<file path="src/rtl/tlvp_pkg.sv">
`timescale 1ns / 1ps
package tlvp_pkg;

  // fixed field widths
  localparam int BUF_LEN_W           = 16;
  localparam int DEFAULT_OFFSET_BITS = 16;

  // request queue between front and back
  localparam int QUEUE_DEPTH = 4;
  localparam int QPTR_W      = $clog2(QUEUE_DEPTH);
  localparam int QCNT_W      = $clog2(QUEUE_DEPTH + 1);

  // first octets that announce a 2 or 4 byte extension (anything above means 8)
  localparam logic [7:0] VN_EXT_TWO  = 8'd253;
  localparam logic [7:0] VN_EXT_FOUR = 8'd254;

  // element kinds on the result channel
  localparam logic KIND_HDR = 1'b0;
  localparam logic KIND_INT = 1'b1;

  typedef enum logic [1:0] {
    MODE_HDR     = 2'd0,
    MODE_INT     = 2'd1,
    MODE_RESTART = 2'd2,
    MODE_UNUSED  = 2'd3
  } mode_t;

  typedef enum logic [2:0] {
    ST_OK     = 3'd0,
    ST_PAST   = 3'd1,
    ST_TYPE   = 3'd2,
    ST_LEN    = 3'd3,
    ST_BADLEN = 3'd4
  } status_t;

  typedef enum logic [2:0] {
    PH_IDLE      = 3'd0,
    PH_TYPE_EXT  = 3'd1,
    PH_LEN_FIRST = 3'd2,
    PH_LEN_EXT   = 3'd3,
    PH_INT       = 3'd4
  } phase_t;

  // classified request as it sits in the queue
  typedef struct packed {
    logic        restart;
    logic        is_int;
    logic [7:0]  data_byte;
    logic [31:0] expected_type;
    logic [3:0]  int_length;
  } item_t;

endpackage

</file>
<file path="src/rtl/tlvp_if.sv">
`timescale 1ns / 1ps
interface tlvp_in_if;
  logic        valid;
  logic        ready;
  logic [7:0]  data_byte;
  logic [1:0]  mode;
  logic [31:0] expected_type;
  logic [3:0]  int_length;

  modport source (output valid, data_byte, mode, expected_type, int_length, input ready);
  modport sink   (input valid, data_byte, mode, expected_type, int_length, output ready);
endinterface

interface tlvp_out_if;
  logic        valid;
  logic        ready;
  logic [2:0]  status;
  logic [63:0] value;
  logic        element_kind;

  modport source (output valid, status, value, element_kind, input ready);
  modport sink   (input valid, status, value, element_kind, output ready);
endinterface

interface tlvp_cfg_if;
  logic        valid;
  logic        ready;
  logic [15:0] buffer_length;

  modport source (output valid, buffer_length, input ready);
  modport sink   (input valid, buffer_length, output ready);
endinterface

</file>
<file path="src/rtl/tlvp_front.sv">
`timescale 1ns / 1ps
module tlvp_front
  import tlvp_pkg::*;
(
  tlvp_in_if.sink in_chan,
  input  logic    q_full,
  output logic    push,
  output item_t   push_item
);

  logic accept;

  // take a request whenever the queue has room
  assign in_chan.ready = !q_full;
  assign accept        = in_chan.valid && !q_full;

  // unused mode has no effect, so it never enters the queue
  assign push = accept && (mode_t'(in_chan.mode) != MODE_UNUSED);

  // classify the request for the back end
  always_comb begin
    push_item.restart       = (mode_t'(in_chan.mode) == MODE_RESTART);
    push_item.is_int        = (mode_t'(in_chan.mode) == MODE_INT);
    push_item.data_byte     = in_chan.data_byte;
    push_item.expected_type = in_chan.expected_type;
    push_item.int_length    = in_chan.int_length;
  end

endmodule

</file>
<file path="src/rtl/tlvp_queue.sv">
`timescale 1ns / 1ps
module tlvp_queue
  import tlvp_pkg::*;
(
  input  logic  clk,
  input  logic  rst_n,
  input  logic  push,
  input  item_t push_item,
  output logic  full,
  output logic  q_valid,
  output item_t q_item,
  input  logic  pop
);

  item_t              slot_r [QUEUE_DEPTH];
  logic [QPTR_W-1:0]  wr_ptr_r, wr_ptr_nxt;
  logic [QPTR_W-1:0]  rd_ptr_r, rd_ptr_nxt;
  logic [QCNT_W-1:0]  count_r, count_nxt;
  logic               do_pop;

  assign full    = (count_r == QCNT_W'(QUEUE_DEPTH));
  assign q_valid = (count_r != '0);
  assign q_item  = slot_r[rd_ptr_r];
  assign do_pop  = pop && q_valid;

  // pointer and fill count update
  always_comb begin
    wr_ptr_nxt = push   ? wr_ptr_r + 1'b1 : wr_ptr_r;
    rd_ptr_nxt = do_pop ? rd_ptr_r + 1'b1 : rd_ptr_r;
    count_nxt  = count_r;
    if (push && !do_pop) begin
      count_nxt = count_r + 1'b1;
    end else if (!push && do_pop) begin
      count_nxt = count_r - 1'b1;
    end
  end

  always_ff @(posedge clk) begin
    if (!rst_n) begin
      wr_ptr_r <= '0;
      rd_ptr_r <= '0;
      count_r  <= '0;
    end else begin
      wr_ptr_r <= wr_ptr_nxt;
      rd_ptr_r <= rd_ptr_nxt;
      count_r  <= count_nxt;
    end
  end

  // storage
  always_ff @(posedge clk) begin
    if (push) begin
      slot_r[wr_ptr_r] <= push_item;
    end
  end

endmodule

</file>
<file path="src/rtl/tlvp_back.sv">
`timescale 1ns / 1ps
module tlvp_back
  import tlvp_pkg::*;
#(
  parameter int OFFSET_BITS = DEFAULT_OFFSET_BITS
) (
  input  logic                 clk,
  input  logic                 rst_n,
  input  logic                 q_valid,
  input  item_t                q_item,
  output logic                 pop,
  input  logic                 cfg_valid,
  input  logic [BUF_LEN_W-1:0] cfg_buffer_length,
  tlvp_out_if.source           out_chan
);

  // compare width: wide enough for either the offset or the buffer length, plus a carry
  localparam int CW = ((OFFSET_BITS > BUF_LEN_W) ? OFFSET_BITS : BUF_LEN_W) + 1;

  phase_t                 phase_r, phase_nxt;
  logic [3:0]             pend_r, pend_nxt;
  logic [63:0]            acc_r, acc_nxt;
  logic [31:0]            held_r, held_nxt;
  logic [OFFSET_BITS-1:0] off_r, off_nxt;
  logic [BUF_LEN_W-1:0]   buflen_r;

  logic                   out_valid_r;
  status_t                out_status_r;
  logic [63:0]            out_value_r;
  logic                   out_kind_r;

  logic                   step;
  logic [7:0]             b;
  logic [OFFSET_BITS-1:0] off_inc;
  logic [CW-1:0]          off_ext, off_inc_ext, buf_ext, len_diff;
  logic                   room1, room_hdr, room_int, int_ok, short_vn;
  logic [3:0]             hdr_n, pend_dec;
  logic [63:0]            acc_shift, fin_acc;
  logic [31:0]            type_cmp;
  logic                   type_bad, len_bad;

  logic                   emit;
  status_t                emit_status;
  logic [63:0]            emit_value;
  logic                   emit_kind;

  // a request is processed when the result register can take what it may produce
  assign pop  = q_valid && (!out_valid_r || out_chan.ready);
  assign step = pop && !q_item.restart;
  assign b    = q_item.data_byte;

  // bound checks against the configured buffer length, exact and unwrapped
  assign off_inc     = off_r + 1'b1;
  assign off_ext     = CW'(off_r);
  assign off_inc_ext = CW'(off_inc);
  assign buf_ext     = CW'(buflen_r);
  assign hdr_n       = (b == VN_EXT_TWO) ? 4'd2 : (b == VN_EXT_FOUR) ? 4'd4 : 4'd8;
  assign short_vn    = (b < VN_EXT_TWO);
  assign int_ok      = q_item.int_length inside {4'd1, 4'd2, 4'd4, 4'd8};
  assign room1       = (off_ext + CW'(1)) <= buf_ext;
  assign room_hdr    = (off_inc_ext + CW'(hdr_n)) <= buf_ext;
  assign room_int    = (off_ext + CW'(q_item.int_length)) <= buf_ext;

  // value of a finishing variable number and its checks
  assign acc_shift = {acc_r[55:0], b};
  assign fin_acc   = (phase_r == PH_IDLE || phase_r == PH_LEN_FIRST) ? {56'd0, b} : acc_shift;
  assign type_cmp  = (phase_r == PH_IDLE) ? q_item.expected_type : held_r;
  assign type_bad  = (fin_acc != {32'd0, type_cmp});
  assign len_diff  = buf_ext - off_inc_ext;
  assign len_bad   = (off_inc_ext > buf_ext) || (fin_acc > 64'(len_diff));
  assign pend_dec  = pend_r - 1'b1;

  // next state
  always_comb begin
    phase_nxt = phase_r;
    pend_nxt  = pend_r;
    acc_nxt   = acc_r;
    held_nxt  = held_r;
    off_nxt   = off_r;
    if (pop && q_item.restart) begin
      phase_nxt = PH_IDLE;
      pend_nxt  = '0;
      acc_nxt   = '0;
      off_nxt   = '0;
    end else if (step) begin
      case (phase_r)
        PH_IDLE: begin
          if (!q_item.is_int) begin
            held_nxt = q_item.expected_type;
            if (room1) begin
              off_nxt = off_inc;
              acc_nxt = {56'd0, b};
              if (short_vn) begin
                phase_nxt = type_bad ? PH_IDLE : PH_LEN_FIRST;
                pend_nxt  = '0;
              end else if (room_hdr) begin
                acc_nxt   = '0;
                pend_nxt  = hdr_n;
                phase_nxt = PH_TYPE_EXT;
              end
            end
          end else if (int_ok && room_int) begin
            off_nxt   = off_inc;
            acc_nxt   = {56'd0, b};
            pend_nxt  = q_item.int_length - 1'b1;
            phase_nxt = (q_item.int_length == 4'd1) ? PH_IDLE : PH_INT;
          end
        end
        PH_TYPE_EXT: begin
          off_nxt  = off_inc;
          acc_nxt  = acc_shift;
          pend_nxt = pend_dec;
          if (pend_dec == '0) begin
            phase_nxt = type_bad ? PH_IDLE : PH_LEN_FIRST;
          end
        end
        PH_LEN_FIRST: begin
          if (!room1) begin
            phase_nxt = PH_IDLE;
            pend_nxt  = '0;
          end else begin
            off_nxt = off_inc;
            acc_nxt = {56'd0, b};
            if (short_vn || !room_hdr) begin
              phase_nxt = PH_IDLE;
              pend_nxt  = '0;
            end else begin
              acc_nxt   = '0;
              pend_nxt  = hdr_n;
              phase_nxt = PH_LEN_EXT;
            end
          end
        end
        PH_LEN_EXT, PH_INT: begin
          off_nxt  = off_inc;
          acc_nxt  = acc_shift;
          pend_nxt = pend_dec;
          if (pend_dec == '0) begin
            phase_nxt = PH_IDLE;
          end
        end
        default: begin
          phase_nxt = PH_IDLE;
          pend_nxt  = '0;
        end
      endcase
    end
  end

  // result outputs
  always_comb begin
    emit        = 1'b0;
    emit_status = ST_OK;
    emit_value  = '0;
    emit_kind   = KIND_HDR;
    if (step) begin
      case (phase_r)
        PH_IDLE: begin
          if (!q_item.is_int) begin
            if (!room1) begin
              emit        = 1'b1;
              emit_status = ST_PAST;
            end else if (short_vn && type_bad) begin
              emit        = 1'b1;
              emit_status = ST_TYPE;
            end else if (!short_vn && !room_hdr) begin
              emit        = 1'b1;
              emit_status = ST_PAST;
            end
          end else begin
            emit_kind = KIND_INT;
            if (!int_ok) begin
              emit        = 1'b1;
              emit_status = ST_BADLEN;
            end else if (!room_int) begin
              emit        = 1'b1;
              emit_status = ST_PAST;
            end else if (q_item.int_length == 4'd1) begin
              emit       = 1'b1;
              emit_value = {56'd0, b};
            end
          end
        end
        PH_TYPE_EXT: begin
          if (pend_dec == '0 && type_bad) begin
            emit        = 1'b1;
            emit_status = ST_TYPE;
          end
        end
        PH_LEN_FIRST: begin
          if (!room1) begin
            emit        = 1'b1;
            emit_status = ST_PAST;
          end else if (short_vn) begin
            emit = 1'b1;
            if (len_bad) begin
              emit_status = ST_LEN;
            end else begin
              emit_value = fin_acc;
            end
          end else if (!room_hdr) begin
            emit        = 1'b1;
            emit_status = ST_PAST;
          end
        end
        PH_LEN_EXT: begin
          if (pend_dec == '0) begin
            emit = 1'b1;
            if (len_bad) begin
              emit_status = ST_LEN;
            end else begin
              emit_value = fin_acc;
            end
          end
        end
        PH_INT: begin
          emit_kind = KIND_INT;
          if (pend_dec == '0) begin
            emit       = 1'b1;
            emit_value = acc_shift;
          end
        end
        default: begin
          emit = 1'b0;
        end
      endcase
    end
  end

  // decoder state
  always_ff @(posedge clk) begin
    if (!rst_n) begin
      phase_r  <= PH_IDLE;
      pend_r   <= '0;
      acc_r    <= '0;
      held_r   <= '0;
      off_r    <= '0;
      buflen_r <= '0;
    end else begin
      phase_r <= phase_nxt;
      pend_r  <= pend_nxt;
      acc_r   <= acc_nxt;
      held_r  <= held_nxt;
      off_r   <= off_nxt;
      if (cfg_valid) begin
        buflen_r <= cfg_buffer_length;
      end
    end
  end

  // result register
  always_ff @(posedge clk) begin
    if (!rst_n) begin
      out_valid_r <= 1'b0;
    end else if (pop && emit) begin
      out_valid_r <= 1'b1;
    end else if (out_chan.ready) begin
      out_valid_r <= 1'b0;
    end
  end

  always_ff @(posedge clk) begin
    if (pop && emit) begin
      out_status_r <= emit_status;
      out_value_r  <= emit_value;
      out_kind_r   <= emit_kind;
    end
  end

  assign out_chan.valid        = out_valid_r;
  assign out_chan.status       = out_status_r;
  assign out_chan.value        = out_value_r;
  assign out_chan.element_kind = out_kind_r;

endmodule

</file>
<file path="src/rtl/tlv_header_and_integer_parser.sv">
`timescale 1ns / 1ps
// Byte-serial TLV decoder: takes one buffer byte per clock while the request queue has room
// and reports each type-length header or non-negative integer as a single result (status,
// value, kind). Throughput is one request per cycle while the queue is not full; the back
// end decodes a byte as it pops the request from the queue. A request's result, if any,
// shows on out_chan once the request is written into the four-entry request queue at the
// accepting edge and is decoded into the result register when the back end pops it. in_chan
// stays ready until that queue is full, so a stalled result side holds up input only after
// four further requests. buffer_length is written through cfg_chan, which is always ready.
module tlv_header_and_integer_parser
  import tlvp_pkg::*;
#(
  parameter int OFFSET_BITS = DEFAULT_OFFSET_BITS
) (
  input  logic        clk,
  input  logic        rst_n,
  tlvp_in_if.sink     in_chan,
  tlvp_out_if.source  out_chan,
  tlvp_cfg_if.sink    cfg_chan
);

  logic  q_full;
  logic  push;
  item_t push_item;
  logic  q_valid;
  item_t q_item;
  logic  pop;

  assign cfg_chan.ready = 1'b1;

  // front: accept and classify requests
  tlvp_front u_front (
    .in_chan   (in_chan),
    .q_full    (q_full),
    .push      (push),
    .push_item (push_item)
  );

  // request queue
  tlvp_queue u_queue (
    .clk       (clk),
    .rst_n     (rst_n),
    .push      (push),
    .push_item (push_item),
    .full      (q_full),
    .q_valid   (q_valid),
    .q_item    (q_item),
    .pop       (pop)
  );

  // back: decoder and result register
  tlvp_back #(
    .OFFSET_BITS (OFFSET_BITS)
  ) u_back (
    .clk               (clk),
    .rst_n             (rst_n),
    .q_valid           (q_valid),
    .q_item            (q_item),
    .pop               (pop),
    .cfg_valid         (cfg_chan.valid),
    .cfg_buffer_length (cfg_chan.buffer_length),
    .out_chan          (out_chan)
  );

endmodule

</file>
<file path="src/flat_wrapper.sv">
// flat-port wrapper written by rule: the top's interface ports become plain ports
module tlv_header_and_integer_parser_flat import tlvp_pkg::*;
#(
  parameter int OFFSET_BITS = DEFAULT_OFFSET_BITS
)
  (clk, rst_n, in_chan_valid, in_chan_data_byte, in_chan_mode, in_chan_expected_type, in_chan_int_length, in_chan_ready, out_chan_valid, out_chan_status, out_chan_value, out_chan_element_kind, out_chan_ready, cfg_chan_valid, cfg_chan_buffer_length, cfg_chan_ready);
  tlvp_in_if in_chan_i ();
  tlvp_out_if out_chan_i ();
  tlvp_cfg_if cfg_chan_i ();
  input  logic clk;
  input  logic rst_n;
  input wire logic [$bits(in_chan_i.valid)-1:0] in_chan_valid;
  input wire logic [$bits(in_chan_i.data_byte)-1:0] in_chan_data_byte;
  input wire logic [$bits(in_chan_i.mode)-1:0] in_chan_mode;
  input wire logic [$bits(in_chan_i.expected_type)-1:0] in_chan_expected_type;
  input wire logic [$bits(in_chan_i.int_length)-1:0] in_chan_int_length;
  output wire logic [$bits(in_chan_i.ready)-1:0] in_chan_ready;
  output wire logic [$bits(out_chan_i.valid)-1:0] out_chan_valid;
  output wire logic [$bits(out_chan_i.status)-1:0] out_chan_status;
  output wire logic [$bits(out_chan_i.value)-1:0] out_chan_value;
  output wire logic [$bits(out_chan_i.element_kind)-1:0] out_chan_element_kind;
  input wire logic [$bits(out_chan_i.ready)-1:0] out_chan_ready;
  input wire logic [$bits(cfg_chan_i.valid)-1:0] cfg_chan_valid;
  input wire logic [$bits(cfg_chan_i.buffer_length)-1:0] cfg_chan_buffer_length;
  output wire logic [$bits(cfg_chan_i.ready)-1:0] cfg_chan_ready;
  assign in_chan_i.valid = in_chan_valid;
  assign in_chan_i.data_byte = in_chan_data_byte;
  assign in_chan_i.mode = in_chan_mode;
  assign in_chan_i.expected_type = in_chan_expected_type;
  assign in_chan_i.int_length = in_chan_int_length;
  assign in_chan_ready = in_chan_i.ready;
  assign out_chan_valid = out_chan_i.valid;
  assign out_chan_status = out_chan_i.status;
  assign out_chan_value = out_chan_i.value;
  assign out_chan_element_kind = out_chan_i.element_kind;
  assign out_chan_i.ready = out_chan_ready;
  assign cfg_chan_i.valid = cfg_chan_valid;
  assign cfg_chan_i.buffer_length = cfg_chan_buffer_length;
  assign cfg_chan_ready = cfg_chan_i.ready;
  tlv_header_and_integer_parser #(.OFFSET_BITS(OFFSET_BITS)) u_core (.clk(clk), .rst_n(rst_n), .in_chan(in_chan_i), .out_chan(out_chan_i), .cfg_chan(cfg_chan_i));
endmodule
</file>
<file path="config.mk">
export PLATFORM = sky130hd
export DESIGN_NAME = tlv_header_and_integer_parser_flat
export DESIGN_NICKNAME = d
export VERILOG_FILES = /design/src/rtl/tlvp_pkg.sv /design/src/rtl/tlvp_if.sv /design/src/rtl/tlvp_front.sv /design/src/rtl/tlvp_queue.sv /design/src/rtl/tlvp_back.sv /design/src/rtl/tlv_header_and_integer_parser.sv /design/src/flat_wrapper.sv
export SDC_FILE = /design/constraint.sdc
export NUM_CORES = 1
export LEC_CHECK = 0
export BUFFER_PORTS_ARGS = -buffer_cell sky130_fd_sc_hd__buf_4
export CORE_MARGIN = 1.5
export CORE_UTILIZATION = 45
export DETAILED_ROUTE_END_ITERATION = 8
export MAX_ROUTING_LAYER = met4
export PLACE_DENSITY = 0.77
export SYNTH_ARGS = -nofsm -noshare
export SYNTH_HDL_FRONTEND = slang
export SYNTH_SLANG_ARGS = --single-unit
</file>
<file path="constraint.sdc">
create_clock -name clk -period 10.8 [get_ports clk]
set_clock_uncertainty 0.2 [all_clocks]
set_input_delay 0.54 -clock clk [delete_from_list [all_inputs] [get_ports clk]]
set_output_delay 0.54 -clock clk [all_outputs]
set_load 0.02 [all_outputs]
</file>
==> run summary, run 1 <==
The number of standard cells after synthesis is 1,703. The H-tree generated during clock tree synthesis spans 2 levels. The power density of the placed cells is 249 nW/um^2. The flow ran to the end, and the final reports show no timing, DRC or antenna violations.

The XOR/XNOR share of the synthesized area is 0.0397. The via count is 13,900. The effective utilization at floorplan came out at 0.459. Across all setup checks in the final design, the least slack found is 3.39 ns. The worst setup path is captured at a register. The global-route congestion overflow total came out at 0. The tightest min-delay check is of the input pin to register type. The finished layout cell area is 22,600 um^2. The number of endpoints with negative hold slack in the final report is 0. The die area is 44,300 um^2. The post-synthesis sequential area ratio came out at 0.532. The mux share of post-synthesis cell area is 0.0741. The distinct cell type count after synthesis came out at 93. STA puts the critical path data arrival time at 7.39 ns. The number of synthesis warnings is 0. The maximum root-to-sink buffer count came out at 3. The share of the clock period used by the worst path after layout is 0.686.

The max-slew violation count came out at 0. During I/O placement, the number of pins put on the boundary was 138. The residual antenna-violating net count after detailed routing is 0. The die span in x is 211 um. The cell area after synthesis came out at 19,400 um^2. In this run the post-CTS setup repair buffer count came out at 0. The number of global-route vias before repair was 13,700. The first global-routing pass estimated 75,600 um of wire.

The per-cell via count in the routed design came out at 5.74. The worst vdd rail ir drop is 186 uV. Leaving out fill and tap cells, the most frequent cell in the layout is sky130_fd_sc_hd__edfxtp_1. For this design, the slowest cell found on the critical path is sky130_fd_sc_hd__dfxtp_2.

The minimum clock period after layout came out at 7.41 ns. The number of inserted diodes came out at 0. The quantity of gates resized following cts came out at 0. The total global routing track utilization is 0.223. The type of element launching the critical path is a register. The static leakage power came out at 8.28 nW. The highest achievable clock rate came out at 135 MHz. Leaving out fill and tap cells, the most frequent cells in the layout are 252 x sky130_fd_sc_hd__edfxtp_1, 188 x sky130_fd_sc_hd__nand2_1, 149 x sky130_fd_sc_hd__buf_4. The kind of critical path is register to register. For this run, the slowest stage of the critical path takes 0.79 ns.

The net count of the mapped netlist is 1,864. The cell area after placement is 20,700 um^2. The clock sink count is 389. The area fraction in compound gates after synthesis came to 0.101. The required time at the endpoint of the critical path is 10.78 ns. The routed length per instance came out at 19.9 um. The total of max-cap violations is 0. Adding up every negative setup slack in the final design gives 0 ns. Setup repair after global routing left no endpoint under its margin. By area, the combinational part of the netlist is dominated by simple AND/OR/NAND/NOR gates.

The later-pin clock latency in the skew report came out at 0.56 ns. The most used flip-flop cell after synthesis is sky130_fd_sc_hd__edfxtp_1. Of the total synthesized cell area, the portion taken by full adders, half adders and majority gates is 0.0622. The first TritonRoute pass finished after 6 iterations. At the pin with the least slew margin, the transition time is 1.23 ns. The TritonCTS clock tree is yes.

The floorplan core area came out at 42,200 um^2. The post-layout net count is 2,013. Once detailed placement completed, the half-perimeter wirelength came to 33,300 um. In the final layout, the share of cells above drive strength 1 is 0.152.

The total routed wirelength is 48,300 um. From synthesis to final layout, the design area changed by 16.4%. The largest net degree at the start of global routing is 80. The post-route DRC violation count came out at 0. The number of rows in the core area came out at 75. The number of buffer cells added on primary ports is 136.

The congestion estimate from routability-driven global placement came to 0.959. The floorplan die height came out at 211 um. After synthesis, the share of flip-flops with an asynchronous set or reset is 0. Walking the worst path, the cells encountered are buf_4 -> mux4_1 -> nand2_1 -> or2_2 -> nor3b_1 -> inv_1 -> fa_1 -> inv_1 -> a21oi_1 -> nor2_1 -> nand4_1 -> nor3_1 -> xor2_1 -> ha_1 -> nand4_1 -> nor3_1 -> o21ai_0 -> a41o_1 -> o31ai_4 -> or2_2 -> o211ai_1 -> a21boi_4 -> buf_4. The clock input transition at the sequential cells of the worst setup and hold paths is 0.06 ns. The DRC violation total after the first TritonRoute iteration is 1,327. The number of synthesized register bits came out at 389.

The placement-stage worst setup slack came out at 3.46 ns. In this run, synthesis inferred 252 flip-flops with an integrated enable. The average instance area after synthesis is 11.4 um^2.

The number of clock buffers inserted by TritonCTS came out at 41. The tree is rooted in a sky130_fd_sc_hd__clkbuf_16. Setup violations remaining at the end of the flow were counted as 0. The relative max-transition margin came out at 0.177. The total of hold buffers inserted after clock tree synthesis came out at 44. The number of antenna violations at the first check in global routing came out at 0.

In this run the worst path has a maximum fanout of 59. Of the total synthesized cell area, the portion taken by AND, OR, NAND and NOR gates is 0.151.
-- path summary, 6_finish.rpt --
path,start,endpoint,slack [ns],cells after the start
setup / recovery,register,u_core.u_back.out_chan.value[15],3.39,23
hold / removal,cfg_chan_buffer_length[14],u_core.u_back.buflen_r[14],0.05,3
setup reg to reg,register,u_core.u_back.out_chan.value[15],3.39,23
hold reg to reg,u_core.u_back.acc_r[53],u_core.u_back.acc_r[53],0.26,2
-- metrics by stage --
stage,hold slack (ns),util,std cells,total power [W]
6_report,0.0503,0.535,2424,0.00563
3_3_place_gp,0.250,0.491,2304,0.00413
4_1_cts,0.0389,0.535,2424,0.00564
3_5_place_dp,0.254,0.491,2304,0.00418
5_1_grt,0.0472,0.535,2424,0.00590
2_1_floorplan,0.240,-,1703,0.00356
-- cells in the mapped netlist (all sizes together) (3+ instances only) --
library cell  number  area (um^2)
nand3             73          375
a21o              13         97.6
or2                5         31.3
xnor2             43          377
mux2              11          124
a2111oi            4         41.3
or3                7         48.8
ha                90         1130
a21boi            29          218
nand2b            13         81.3
inv               79          297
nor3b              4         30.0
nor2b             67          419
a31oi              9         71.3
nand4             23          165
edfxtp           252         7570
nand2            189          709
a221oi             4         41.3
a222oi             6         60.1
o21ai             47          235
mux4              41          983
o32ai              3         26.3
a22oi              8         65.1
a21oi            114          574
o21bai             8         60.1
and3               5         31.3
xor2              44          393
o22ai              9         56.3
mux2i             33          330
dfxtp            137         2740
a22o               3         26.3
a311oi             4         35.0
o21a               6         45.0
nor3              31          180
o31ai              7         66.3
and2              39          244
buf               41          294
nor2              80          303
nand3b             3         22.5
fa                 4         80.1
a211oi             7         57.6
clkbuf            46          174
nor4              30          194
-- cells by family (layout without fill, tap and decap cells) --
group           count (synthesis)  after routing
compound gates                302            302
buf+inv                       166            348
xor+xnor                       87             87
other cells                     1              1
flops                         389            389
mux                            85             85
fa+ha+maj                      94             94
simple gates                  579            579
-- report_power, final --
| part | total (W) | switching, W | internal, W |
|---|---|---|---|
| registers | 0.00207 | 0.000175 | 0.00189 |
| logic | 0.00212 | 0.00134 | 0.000783 |
| clock network | 0.00144 | 0.000580 | 0.000861 |
| total | 0.00563 | 0.00210 | 0.00353 |
-- worst max-delay path: cells and delay by family, from the launching register on --
kind            cells  cell delay, ns
simple gates        9            2.17
buf+inv             4            1.37
compound gates      6            1.01
mux                 1            0.50
fa+ha+maj           2            0.75
flops               1            0.79
xor+xnor            1            0.11
-- cell type report --
class	instances	area, um^2
fillers	3588	19700
flip-flops and latches	389	10300
multi-input cells	1148	8340
repair buffers	193	1560
clock buffers	57	1140
well taps	539	674
inverters	79	297
clock inverters	19	253
-- routing by layer --
| metal | track usage | share of wire | vias to the layer above |
|---|---|---|---|
| met5 | - | 0 | - |
| met4 | 0.0601 | 0.023 | 0 |
| met3 | 0.0299 | 0.061 | 95 |
| met2 | 0.372 | 0.49 | 529 |
| met1 | 0.286 | 0.43 | 6785 |
| li1 | - | - | 6512 |
-- sequential cells by signal, summed over array words and instances, names as in the netlist, named ones only --
signal / count
u_core.u_queue.rd_ptr_r: 2
u_core.u_back.out_chan.valid: 1
u_core.u_back.out_chan.value: 64
u_core.u_back.held_r: 32
u_core.u_queue.wr_ptr_r: 2
u_core.u_back.off_r: 16
u_core.u_back.pend_r: 4
u_core.u_queue.count_r: 3
u_core.u_back.phase_r: 3
u_core.u_back.out_chan.status: 3
u_core.u_queue.slot_r: 184
u_core.u_back.acc_r: 56
u_core.u_back.buflen_r: 16
u_core.u_back.out_chan.element_kind: 1
Note: power is estimated with default switching activity, not from simulation.
==> inputs of run 2 (changes only) <==
--- a/config.mk
+++ b/config.mk
@@ -5,6 +5,7 @@
 export SDC_FILE = /design/constraint.sdc
 export NUM_CORES = 1
 export LEC_CHECK = 0
+export ABC_AREA = 1
 export BUFFER_PORTS_ARGS = -buffer_cell sky130_fd_sc_hd__buf_4
 export CORE_MARGIN = 1.5
 export CORE_UTILIZATION = 45
==> constraint.sdc (replaced) <==
create_clock -name clk -period 6.5 [get_ports clk]
set_clock_uncertainty 0.2 [all_clocks]
set_input_delay 0.325 -clock clk [delete_from_list [all_inputs] [get_ports clk]]
set_output_delay 0.325 -clock clk [all_outputs]
set_load 0.02 [all_outputs]
==> run 2 against run 1 <==
Effect of this change:
- sequential cell count is the same
- synthesized area is 4.7% higher
- largest cell class unchanged
- combinational power rose to 2.7 times the previous value
- clock-buffer cell count decreased by 11
- via count is 23% higher
- non-clock buffer count increased by 40
- total power up 110%
==> run summary, run 2 <==
The number of antenna violations at the first check in global routing is 0 (unchanged). The slowest stage of the critical path is the sky130_fd_sc_hd__dfxtp_1 cell. The area fraction in compound gates after synthesis came out at 0.119 (+0.0174). The library cell used as clock root buffer is sky130_fd_sc_hd__clkbuf_16. sky130_fd_sc_hd__edfxtp_1 takes more of the synthesized area than any other cell. The boundary pin count was 138 (unchanged). The residual antenna-violating net count after detailed routing was 0 (unchanged).

The mux share of post-synthesis cell area came to 0 (-0.0741). The floorplan core area is 44,300 um^2 (+4.9%). The final estimated routing congestion in global placement is 0.986 (+2.8%). The number of standard cells after synthesis is 2,368 (+39%). The die area is 46,400 um^2 (+4.6%). The number of flip-flops in the largest register was 184 (unchanged). TritonCTS built the clock tree.

The most common cell in the netlist is sky130_fd_sc_hd__nand2_1. The count of H-tree levels built during CTS was 2 (unchanged). The average instance area after synthesis is 8.57 um^2 (-25%).

The relative max-transition margin came out at 0.191 (+0.0147). The post-route DRC violation count was 0 (unchanged). The most frequent standard cell in the layout excluding fill and tap cells is sky130_fd_sc_hd__nand2_1.

The flow ran to the end, and the final reports show no timing, DRC or antenna violations. The simple-gate share of the synthesized area came out at 0.218 (+0.0667). The number of inserted diodes came to 0 (unchanged). The sum of internal, switching and leakage power came out at 0.0119 W (+110%).

The area of the multi-input gates is 8610 um^2 (+3.1%). The total global routing track utilization is 0.245 (+0.0221). The required time at the endpoint of the critical path came out at 6.61 ns (-4.17 ns). The clock input transition at the sequential cells of the worst setup and hold paths is 0.06 ns (about the same). For this run, the leading register cell type out of synthesis is sky130_fd_sc_hd__edfxtp_1. The share of flip-flops with an asynchronous set or reset after synthesis came out at 0 (unchanged). The later-pin clock latency in the skew report is 0.58 ns (+0.02 ns). The share of the core filled with cells in the final layout came out at 0.539 (+0.00469).

In this design, the critical path's most frequently occurring cell is sky130_fd_sc_hd__nand2_1. The routed length per instance came out at 17.6 um (-11%). The number of setup violations in the final report came to 0 (unchanged). The net count of the mapped netlist came out at 2,529 (+36%). The DRC violation total after the first TritonRoute iteration is 1,471 (+11%). The non-filler instance count after layout came out at 3,166 (+31%). The area taken by flip-flops and latches came out at 10,300 um^2 (about the same). The maximum net fanout on the critical path is 35 (-41%). The global-route congestion overflow total came to 0 (unchanged). The first-pass iteration count of the detailed router was 7 (+1).

The proportion of layout cells with a drive suffix above 1 came to 0.115 (-0.0371). The post-layout net count is 2,702 (+34%). The register with the most flip-flops in the final layout is u_core.u_queue.slot_r. The number of buffer cells added on primary ports is 136 (unchanged). The number of rows in the core area came out at 77 (+2.7%). The XOR/XNOR share of the synthesized area came to 0.0254 (-0.0143). The number of clock buffers inserted by TritonCTS is 41 (unchanged).

Relative to the synthesized area, the layout overhead comes to 17.8%. The number of instances in the placed design came to 3,023 (+31%). The number of synthesis warnings is 0 (unchanged).

The share of the clock period used by the worst path after layout is 0.914 (+0.228). The worst vdd rail ir drop was 298 uV (+60%). The combinational family with the most area after synthesis is simple AND/OR/NAND/NOR gates. The static leakage power came out at 9.90 nW (+20%). The highest achievable clock rate was 168 MHz (+25%). Sorting the synthesized cells by how often they occur yields 576 x sky130_fd_sc_hd__nand2_1, 252 x sky130_fd_sc_hd__edfxtp_1, 224 x sky130_fd_sc_hd__inv_1, 214 x sky130_fd_sc_hd__a21oi_1, 188 x sky130_fd_sc_hd__o21ai_0. The number of flops mapped to enable cells by yosys was 252 (unchanged). The clock sink count came to 389 (unchanged).

The total routed wirelength came to 55,800 um (+16%). The via count was 17,100 (+23%). By area the synthesized netlist is led by sky130_fd_sc_hd__edfxtp_1 37%, sky130_fd_sc_hd__dfxtp_1 14%, sky130_fd_sc_hd__nand2_1 11%. The number of fill cells is 4,040 (+13%).

The post-synthesis sequential area ratio came out at 0.508 (-0.0238). The fraction of synthesized cell area taken by the top area cell type is 0.373 (-0.0174). The effective utilization at floorplan was 0.458 (-0.00118). The kind of critical path is register to register.

The library cells used most frequently in the layout, excluding fill and tap cells, are 576 x sky130_fd_sc_hd__nand2_1, 252 x sky130_fd_sc_hd__edfxtp_1, 223 x sky130_fd_sc_hd__inv_1. The number of synthesized register bits is 389 (unchanged). The wire length of the first global-routing pass is 87,600 um (+16%). The power density of the placed cells is 498 nW/um^2 (+100%).

The data arrival time of the worst path came to 6.05 ns (-1.34 ns). The buffers plus inverters on the worst setup path came out at 9 (+5). The floorplan die height came out at 215 um (+2.3%).

The minimum clock period after layout is 5.94 ns (-1.47 ns). The post-synthesis adder-cell area fraction came out at 0.0594 (-0.00278). The HPWL after detailed placement came out at 39,600 um (+19%).

Grouping stages by cell kind, the critical path spends the most delay in simple AND/OR/NAND/NOR gates. The max-slew violation count came out at 0 (unchanged). The distinct cell type count after synthesis came out at 56 (-40%). STA classifies the critical path endpoint as a register.

The largest incremental delay on the critical path is 0.52 ns (-0.27 ns). The number of endpoints with negative hold slack in the final report is 0 (unchanged). In this run the most critical hold path is launched from cfg_chan_buffer_length[14]. The number of global-route vias before repair came to 16,100 (+18%).

The cell area after synthesis is 20,300 um^2 (+4.7%). The maximum root-to-sink buffer count was 3 (unchanged). The die span in x came out at 215 um (+2.3%). The total of max-cap violations came to 0 (unchanged). The per-cell via count in the routed design came out at 5.41 (-5.8%). The path class of the tightest hold or removal check is input pin to register. The worst setup path is launched from a register. The slew of the pin with the lowest slew margin came out at 1.21 ns (-0.0219 ns). The largest net degree at the start of global routing is 65 (-19%).

The post-route setup TNS came out at 0 ns (unchanged).
[run 2: cells by family after synthesis]
| kind of cell | Yosys count |
|---|---|
| flip-flops | 389 |
| adder cells (fa/ha/maj) | 94 |
| XOR/XNOR | 55 |
| buffers and inverters | 346 |
| AO/OA/AOI/OAI | 456 |
| AND/OR/NAND/NOR | 1027 |
| other | 1 |
[run 2: stage by stage]
stage          hold slack [ns]  instance area, um^2  setup WS [ns]
2_1_floorplan            0.224                20300          0.336
3_3_place_gp             0.254                21800          0.375
3_5_place_dp             0.264                21800          0.220
4_1_cts               0.000510                23800          0.173
5_1_grt                 0.0614                23900        -0.0137
6_report                0.0718                23900          0.559
[run 2: path summary, 6_finish.rpt]
| path | end | slack [ns] | cells after the start |
|---|---|---|---|
| setup reg to reg | u_core.u_back.out_chan.value[16] | 0.56 | 38 |
| hold reg to reg | u_core.u_back.acc_r[13] | 0.27 | 2 |
| setup / recovery | u_core.u_back.out_chan.value[16] | 0.56 | 38 |
| hold / removal | u_core.u_back.buflen_r[14] | 0.07 | 3 |
[run 2: report_power, final]
group,internal [W],switching (W),total [W]
sequential,0.00338,0.000386,0.00376
combinational,0.00182,0.00390,0.00572
clock,0.00143,0.000991,0.00242
total,0.00662,0.00528,0.0119
[run 2: what timing repair did]
item / CTS / global route
hold buffers: 62 / 1
setup buffers: 0 / 4
resized for setup: 0 / 6
endpoints found under the setup margin: 0 / 86
endpoints found under the hold margin: 199 / 1
[run 2: final cells by class]
class / count / share of cell area
sequential: 389 / 0.431
multi-input combinational: 1633 / 0.360
timing repair buffer: 233 / 0.0803
clock buffer: 46 / 0.0446
inverter: 243 / 0.0387
tap: 592 / 0.0310
clock inverter: 30 / 0.0140
[run 2: layer usage]
layer,share of wire,track usage,wire [um]
met5,0,-,0
met4,0.036,0.0930,1990
met3,0.067,0.0340,3720
met2,0.46,0.383,25800
met1,0.44,0.325,24400
[run 2: worst min-delay path: cells and delay by family]
kind | cells | cell delay, ns
AO/OA/AOI/OAI | 2 | 0.40
buffers and inverters | 1 | 0.07
